**src/design/tpws_pkg.sv**
```systemverilog
// Shared types, constants and tables of the trapezoidal waypoint sampler.
// Used by the interfaces, controller, datapath and top level; no dependencies.
package tpws_pkg;

  localparam int XYZ_W = 32;
  localparam int SPD_W = 23;
  localparam int PER_W = 17;
  localparam int CFG_IDX_W = 2;
  localparam int CFG_DATA_W = 23;
  localparam int ENG_W = 68;

  localparam logic [SPD_W-1:0] MAX_SPEED_RST = 23'd65536;
  localparam logic [SPD_W-1:0] MAX_ACCEL_RST = 23'd65536;
  localparam logic [PER_W-1:0] SAMPLE_PERIOD_RST = 17'd6554;

  localparam longint unsigned MAX_SEGMENT_SAMPLES = 65535;
  localparam logic [15:0] SAMPLE_CAP =
    16'((MAX_SEGMENT_SAMPLES > 65535) ? 65535 : MAX_SEGMENT_SAMPLES);

  // engine step counts
  localparam int MUL_STEPS = 34;
  localparam int DIV_STEPS = 66;
  localparam int SQRT_STEPS = 32;
  localparam int CORDIC_STEPS = 15;

  localparam logic [CFG_IDX_W-1:0] CFG_MAX_SPEED = 2'd0;
  localparam logic [CFG_IDX_W-1:0] CFG_MAX_ACCEL = 2'd1;
  localparam logic [CFG_IDX_W-1:0] CFG_SAMPLE_PERIOD = 2'd2;

  typedef enum logic [1:0] {
    REQ_WAYPOINT = 2'd0,
    REQ_TICK     = 2'd1,
    REQ_FINISH   = 2'd2,
    REQ_NONE     = 2'd3
  } req_t;

  typedef enum logic [4:0] {
    OP_NONE, OP_LATCH, OP_WP_SHIFT, OP_SQX, OP_SQY, OP_LEN, OP_UX, OP_UY,
    OP_HEAD, OP_ACCD, OP_TSEL, OP_TSH_DIV, OP_TSH_SQRT, OP_TLG_A, OP_TLG_B,
    OP_CNT, OP_TK_A, OP_TK_B, OP_TK_X, OP_TK_Y, OP_TK_YS, OP_TK_ZMUL,
    OP_TK_ZDIV, OP_TK_EMIT, OP_FIN
  } dp_op_t;

  typedef enum logic [1:0] {
    ENG_MUL, ENG_DIV, ENG_SQRT, ENG_CORDIC
  } eng_mode_t;

  typedef enum logic [1:0] {
    ST_IDLE, ST_RUN, ST_WAIT
  } ctrl_state_t;

  typedef struct packed {
    dp_op_t op;
    logic   launch;
    logic   exec;
  } cmd_t;

  typedef struct packed {
    logic busy;
    logic out_free;
    logic seg_open;
    logic short_seg;
    logic samples_zero;
  } sts_t;

  function automatic logic op_is_iter(input dp_op_t op);
    logic r;
    unique case (op)
      OP_SQX, OP_SQY, OP_LEN, OP_UX, OP_UY, OP_HEAD, OP_ACCD, OP_TSH_DIV,
      OP_TSH_SQRT, OP_TLG_A, OP_TLG_B, OP_CNT, OP_TK_ZMUL, OP_TK_ZDIV: r = 1'b1;
      default: r = 1'b0;
    endcase
    return r;
  endfunction

  function automatic logic op_emits(input dp_op_t op);
    return (op == OP_TK_EMIT) || (op == OP_FIN);
  endfunction

  // arctangent of 2^-i in binary angle units
  function automatic logic [13:0] atan_lut(input logic [3:0] i);
    logic [13:0] r;
    unique case (i)
      4'd0: r = 14'd8192;
      4'd1: r = 14'd4836;
      4'd2: r = 14'd2555;
      4'd3: r = 14'd1297;
      4'd4: r = 14'd651;
      4'd5: r = 14'd326;
      4'd6: r = 14'd163;
      4'd7: r = 14'd81;
      4'd8: r = 14'd41;
      4'd9: r = 14'd20;
      4'd10: r = 14'd10;
      4'd11: r = 14'd5;
      4'd12: r = 14'd3;
      4'd13: r = 14'd1;
      4'd14: r = 14'd1;
      default: r = 14'd0;
    endcase
    return r;
  endfunction

endpackage

```
**src/design/tpws_ctrl.sv**
```systemverilog
// Step sequencer of the sampler: accepts items and walks the datapath steps.
// Depends on tpws_pkg for command, status and step codes.
module tpws_ctrl import tpws_pkg::*; (
  input  logic       clk,
  input  logic       rst_n,
  input  logic       in_valid,
  input  logic [1:0] in_req_type,
  output logic       in_ready,
  output cmd_t       cmd,
  input  sts_t       sts
);

  ctrl_state_t state_r, state_nxt;
  dp_op_t      op_r, op_nxt;
  dp_op_t      step_next;

  always_ff @(posedge clk) begin
    if (!rst_n) begin
      state_r <= ST_IDLE;
      op_r    <= OP_NONE;
    end else begin
      state_r <= state_nxt;
      op_r    <= op_nxt;
    end
  end

  always_comb begin
    unique case (op_r)
      OP_WP_SHIFT: step_next = sts.seg_open ? OP_SQX : OP_NONE;
      OP_SQX:      step_next = OP_SQY;
      OP_SQY:      step_next = OP_LEN;
      OP_LEN:      step_next = OP_UX;
      OP_UX:       step_next = OP_UY;
      OP_UY:       step_next = OP_HEAD;
      OP_HEAD:     step_next = OP_ACCD;
      OP_ACCD:     step_next = OP_TSEL;
      OP_TSEL:     step_next = sts.short_seg ? OP_TSH_DIV : OP_TLG_A;
      OP_TSH_DIV:  step_next = OP_TSH_SQRT;
      OP_TSH_SQRT: step_next = OP_CNT;
      OP_TLG_A:    step_next = OP_TLG_B;
      OP_TLG_B:    step_next = OP_CNT;
      OP_TK_A:     step_next = OP_TK_B;
      OP_TK_B:     step_next = OP_TK_X;
      OP_TK_X:     step_next = OP_TK_Y;
      OP_TK_Y:     step_next = OP_TK_YS;
      OP_TK_YS:    step_next = OP_TK_ZMUL;
      OP_TK_ZMUL:  step_next = OP_TK_ZDIV;
      OP_TK_ZDIV:  step_next = OP_TK_EMIT;
      default:     step_next = OP_NONE;
    endcase
  end

  always_comb begin
    state_nxt  = state_r;
    op_nxt     = op_r;
    cmd.op     = OP_NONE;
    cmd.launch = 1'b0;
    cmd.exec   = 1'b0;
    in_ready   = 1'b0;
    unique case (state_r)
      ST_IDLE: begin
        in_ready = 1'b1;
        if (in_valid) begin
          cmd.op   = OP_LATCH;
          cmd.exec = 1'b1;
          unique case (req_t'(in_req_type))
            REQ_WAYPOINT: begin
              op_nxt    = OP_WP_SHIFT;
              state_nxt = ST_RUN;
            end
            REQ_TICK: begin
              // a tick with nothing left gives no item
              if (!sts.samples_zero) begin
                op_nxt    = OP_TK_A;
                state_nxt = ST_RUN;
              end
            end
            REQ_FINISH: begin
              op_nxt    = OP_FIN;
              state_nxt = ST_RUN;
            end
            REQ_NONE: ;
          endcase
        end
      end
      ST_RUN: begin
        cmd.op = op_r;
        if (op_is_iter(op_r)) begin
          cmd.launch = 1'b1;
          state_nxt  = ST_WAIT;
        end else if (!op_emits(op_r) || sts.out_free) begin
          cmd.exec  = 1'b1;
          op_nxt    = step_next;
          state_nxt = (step_next == OP_NONE) ? ST_IDLE : ST_RUN;
        end
      end
      ST_WAIT: begin
        cmd.op = op_r;
        if (!sts.busy) begin
          cmd.exec  = 1'b1;
          op_nxt    = step_next;
          state_nxt = (step_next == OP_NONE) ? ST_IDLE : ST_RUN;
        end
      end
      default: state_nxt = ST_IDLE;
    endcase
  end

  a_launch_idle: assert property (@(posedge clk) disable iff (!rst_n)
    cmd.launch |-> !sts.busy)
    else $error("engine launched while busy");

  a_launch_busy: assert property (@(posedge clk) disable iff (!rst_n)
    cmd.launch |=> sts.busy)
    else $error("engine did not start after launch");

  a_emit_free: assert property (@(posedge clk) disable iff (!rst_n)
    (cmd.exec && (cmd.op == OP_TK_EMIT || cmd.op == OP_FIN)) |-> sts.out_free)
    else $error("result written over a pending item");

endmodule

```
**config.mk**
```make
export PLATFORM = sky130hd
export DESIGN_NAME = tpws_ctrl
export DESIGN_NICKNAME = d
export VERILOG_FILES = /design/src/design/tpws_pkg.sv /design/src/design/tpws_ctrl.sv
export SDC_FILE = /design/constraint.sdc
export NUM_CORES = 1
export LEC_CHECK = 0
export ABC_AREA = 1
export BUFFER_PORTS_ARGS = -buffer_cell sky130_fd_sc_hd__buf_2
export CORE_MARGIN = 2
export CORE_UTILIZATION = 50
export CTS_BUF_LIST = sky130_fd_sc_hd__clkbuf_2 sky130_fd_sc_hd__clkbuf_4 sky130_fd_sc_hd__clkbuf_8
export DETAILED_ROUTE_END_ITERATION = 8
export HOLD_SLACK_MARGIN = 0.08
export PLACE_DENSITY = 0.72
export SLEW_MARGIN = 25
export SYNTH_ARGS = -nofsm -noshare
export SYNTH_HDL_FRONTEND = slang
export SYNTH_SLANG_ARGS = --single-unit
```
**constraint.sdc**
```tcl
create_clock -name clk -period 2.18 [get_ports clk]
set_input_delay 0.327 -clock clk [delete_from_list [all_inputs] [get_ports clk]]
set_output_delay 0.327 -clock clk [all_outputs]
set_load 0.01 [all_outputs]
```
==> run summary <==
The flow ran to the end, and the final reports show no timing, DRC or antenna violations. For this configuration, the core starts out at a cell density of 53.1%. For this run, the post-layout net count is 224. The final number of hold-violating endpoints was 0.

The die boundary width was 49.6 um; the number of antenna violations at the first check in global routing was 0. For the weighted congestion reported at the end of routability-driven placement, the log shows 0.942. The worst-margin pin slew is 348 ps, and the non-filler instance count after layout is 232.

The class of the worst hold path was in2reg. The share of async-settable or async-resettable flops after synthesis is 0%. The final clock skew is 0.431 ps, and the setup violation total in the final timing report is 0.

The post-route minimum period is 1900 ps, and the total standard cell area after synthesis is 1040 um^2. The worst setup path is launched from a flip-flop. For the number of placed cells counting well taps, the log shows 229.

The remaining routing DRC violations came out at 0. The run gives 1130 as the total vias in the final route. The fraction of the core area covered by cells at the end of the flow was 59.1%; the ratio of cells with drive above 1 in the final layout was 20.0%. The cell depth of the worst min-delay path was 3; the clock slew seen by the registers of the worst setup and hold paths was 50 ps.

The number of global-route vias before repair was 1080; the maximum resistive drop on vdd was 430 uV. The critical path endpoint category is a flip-flop. The routed wire length was 2320 um; the endpoint required time on the critical path was 2360 ps. The die area was 2460 um^2; the placed wire-length estimate after detailed placement was 2040 um. Counting flops with a built-in enable in the synthesized netlist gives 0.

Main flop type after synthesis: sky130_fd_sc_hd__dfxtp_1. The first detailed-routing pass ran for 4 iterations. The terminating pin of the worst hold path is op_r[0]$_SDFFE_PN0N_. The synthesized area per cell came out at 5.57 um^2.

For the residual antenna-violating net count after detailed routing, the log shows 0. The number of cells on the worst reg-to-reg path was 15; the count of antenna diodes in the layout was 0. The wire length of the first global-routing pass came out at 4420 um. The endpoint arrival time on the critical path was 2080 ps; the register area share after synthesis was 15.4%. Buffers inserted to repair hold after CTS numbered 0. The largest fanout on the critical path came out at 4. Synthesis produced a netlist with a net count of 204. Across every metal layer, demand over resource in global routing totals 22.7%.

At the later pin of the worst-skew pair, clock insertion delay measures 250 ps. After routing the design area is 1160 um^2. Dividing the detail-routed wire length by the instance count gives 10.0 um. During synthesis, Yosys emitted a total of 0 warnings. The max-slew headroom at the worst pin is 76.8%, and the share of the clock period used by the worst path is 87.0%. The count of buffers inserted at the top-level ports was 17; the sink count of the clock tree was 8. Using the TritonRoute via totals, the vias-per-cell ratio works out to 4.87. Setup total negative slack: 0 ps. During I/O placement, the number of pins put on the boundary was 18. The worst setup timing slack at the placement stage is 275 ps.

Counting flops and latches in the post-synthesis netlist gives 8. In this run, post-CTS repair resized a total of 0 instances. The core region is 1960 um^2. In this run the vertical extent of the chip is 49.6 um. Registers take 160 um^2.

In this run the critical register-to-register path is launched from state_r[1]$_SDFFE_PN0P_. TritonCTS built the clock tree. The critical path is of the reg2reg type. Timing would allow up to 0.527 GHz.

The multi-input combinational cells in the finished layout cover a total of 714 um^2. The tools report the number of core rows as 16. The count of fill cells added during filler insertion came out at 214. The placed cell area was 1140 um^2. The tools report the reported max-cap violation count as 0. Counting the buffers created by CTS gives 3. The run gives 2 as the number of buffers on the longest clock path. The total leakage power is 0.719 nW, and the final critical-path setup slack is 284 ps. Setup slack on the worst reg-to-reg path comes out at 280 ps. For this design the ratio of total power to cell area is 572 nW/um^2. The tree is rooted in a sky130_fd_sc_hd__clkbuf_4.

Setup repair after global routing left no endpoint under its margin. For the count of final max-slew check failures, the log shows 0. Yosys mapped the design onto 23 distinct sky130hd cell types. The run gives 1 as the CTS H-tree depth. Summed over all layers, the global routing overflow is 0. Compared with the post-synthesis result, the final layout area differs by 11.4%. The total power came out at 0.663 mW. The detailed router finished its first iteration with 32 violations.

On the final layout, the worst hold slack is 338 ps. Pin count of the biggest net entering global routing: 12. The startpoint of the worst hold path was rst_n. In this run the post-CTS setup repair buffer count came out at 0.

After technology mapping, the gate count stands at 187.
worst max-delay path by stage:
stage / from / to / cells after the start
after floorplan: state_r[1]$_SDFFE_PN0P_ / flip-flop / 12
after global placement: state_r[1]$_SDFFE_PN0P_ / flip-flop / 12
after detailed placement: state_r[1]$_SDFFE_PN0P_ / flip-flop / 15
after CTS: state_r[1]$_SDFFE_PN0P_ / flip-flop / 13
after global routing: state_r[1]$_SDFFE_PN0P_ / flip-flop / 15
final: state_r[1]$_SDFFE_PN0P_ / flip-flop / 15
cell type report:
| cell class | count | share of cell area (%) |
|---|---|---|
| Timing Repair Buffer | 18 | 7.98 |
| Clock buffer | 3 | 1.94 |
| Inverter | 36 | 11.8 |
| Multi-Input combinational cell | 140 | 61.6 |
| Sequential cell | 8 | 13.8 |
| Tap cell | 27 | 2.91 |
layout by cell type (no fill, tap or decap), drive strengths merged:
cell type,n
nand2,71
inv,35
nor2,29
buf,18
nand3,18
dfxtp,8
ha,7
a21oi,6
clkbuf,3
nand4,2
o21ai,2
clkinv,1
o21a,1
or2,1
a211oi,1
o211ai,1
o21bai,1
routing by layer:
layer | wire length (um) | vias up | GRT usage, %
met3 | 94 | 8 | 2.42
met4 | 61 | 0 | 12.0
met1 | 1090 | 490 | 28.4
met2 | 1080 | 30 | 38.0
li1 | - | 602 | -
met5 | 0 | - | 0
power by group:
part           switching [mW]  internal [mW]
clock network          0.0436         0.0625
registers              0.0285          0.166
logic                   0.233          0.130
synth_stat cells, types with 2 or more instances:
library cell | instances | area, um^2
sky130_fd_sc_hd__nand2_1 | 65 | 244
sky130_fd_sc_hd__nand3_2 | 3 | 30.0
sky130_fd_sc_hd__nor2_4 | 3 | 33.8
sky130_fd_sc_hd__dfxtp_1 | 8 | 160
sky130_fd_sc_hd__inv_1 | 32 | 120
sky130_fd_sc_hd__nand2_2 | 6 | 37.5
sky130_fd_sc_hd__buf_6 | 2 | 22.5
sky130_fd_sc_hd__ha_1 | 7 | 87.6
sky130_fd_sc_hd__a21oi_1 | 6 | 30.0
sky130_fd_sc_hd__o21ai_1 | 2 | 10.0
sky130_fd_sc_hd__nand4_1 | 2 | 12.5
sky130_fd_sc_hd__nand3_1 | 14 | 70.1
sky130_fd_sc_hd__nor2_1 | 25 | 93.8
sky130_fd_sc_hd__inv_2 | 3 | 11.3
cells by family after synthesis:
logic type	synth area share [%]
buffers and inverters	16.0
and+or+nand+nor	53.0
AOI/OAI and AO/OA	7.21
adders and majority gates	8.41
DFF	15.4
worst max-delay path, stage by stage (launching register included):
cell and delay (ps):
sky130_fd_sc_hd__dfxtp_1 370, sky130_fd_sc_hd__inv_1 80, sky130_fd_sc_hd__ha_1 250, sky130_fd_sc_hd__nand2_1 100
sky130_fd_sc_hd__inv_2 40, sky130_fd_sc_hd__nor2_1 120, sky130_fd_sc_hd__inv_1 90, sky130_fd_sc_hd__nor2_4 150
sky130_fd_sc_hd__nand3_2 90, sky130_fd_sc_hd__inv_1 90, sky130_fd_sc_hd__nand2_1 50, sky130_fd_sc_hd__nand2_1 80
sky130_fd_sc_hd__nand2_1 70, sky130_fd_sc_hd__nand2_1 70, sky130_fd_sc_hd__nand3_1 70, sky130_fd_sc_hd__a21oi_1 110
Power figures use the tool's default switching activity.
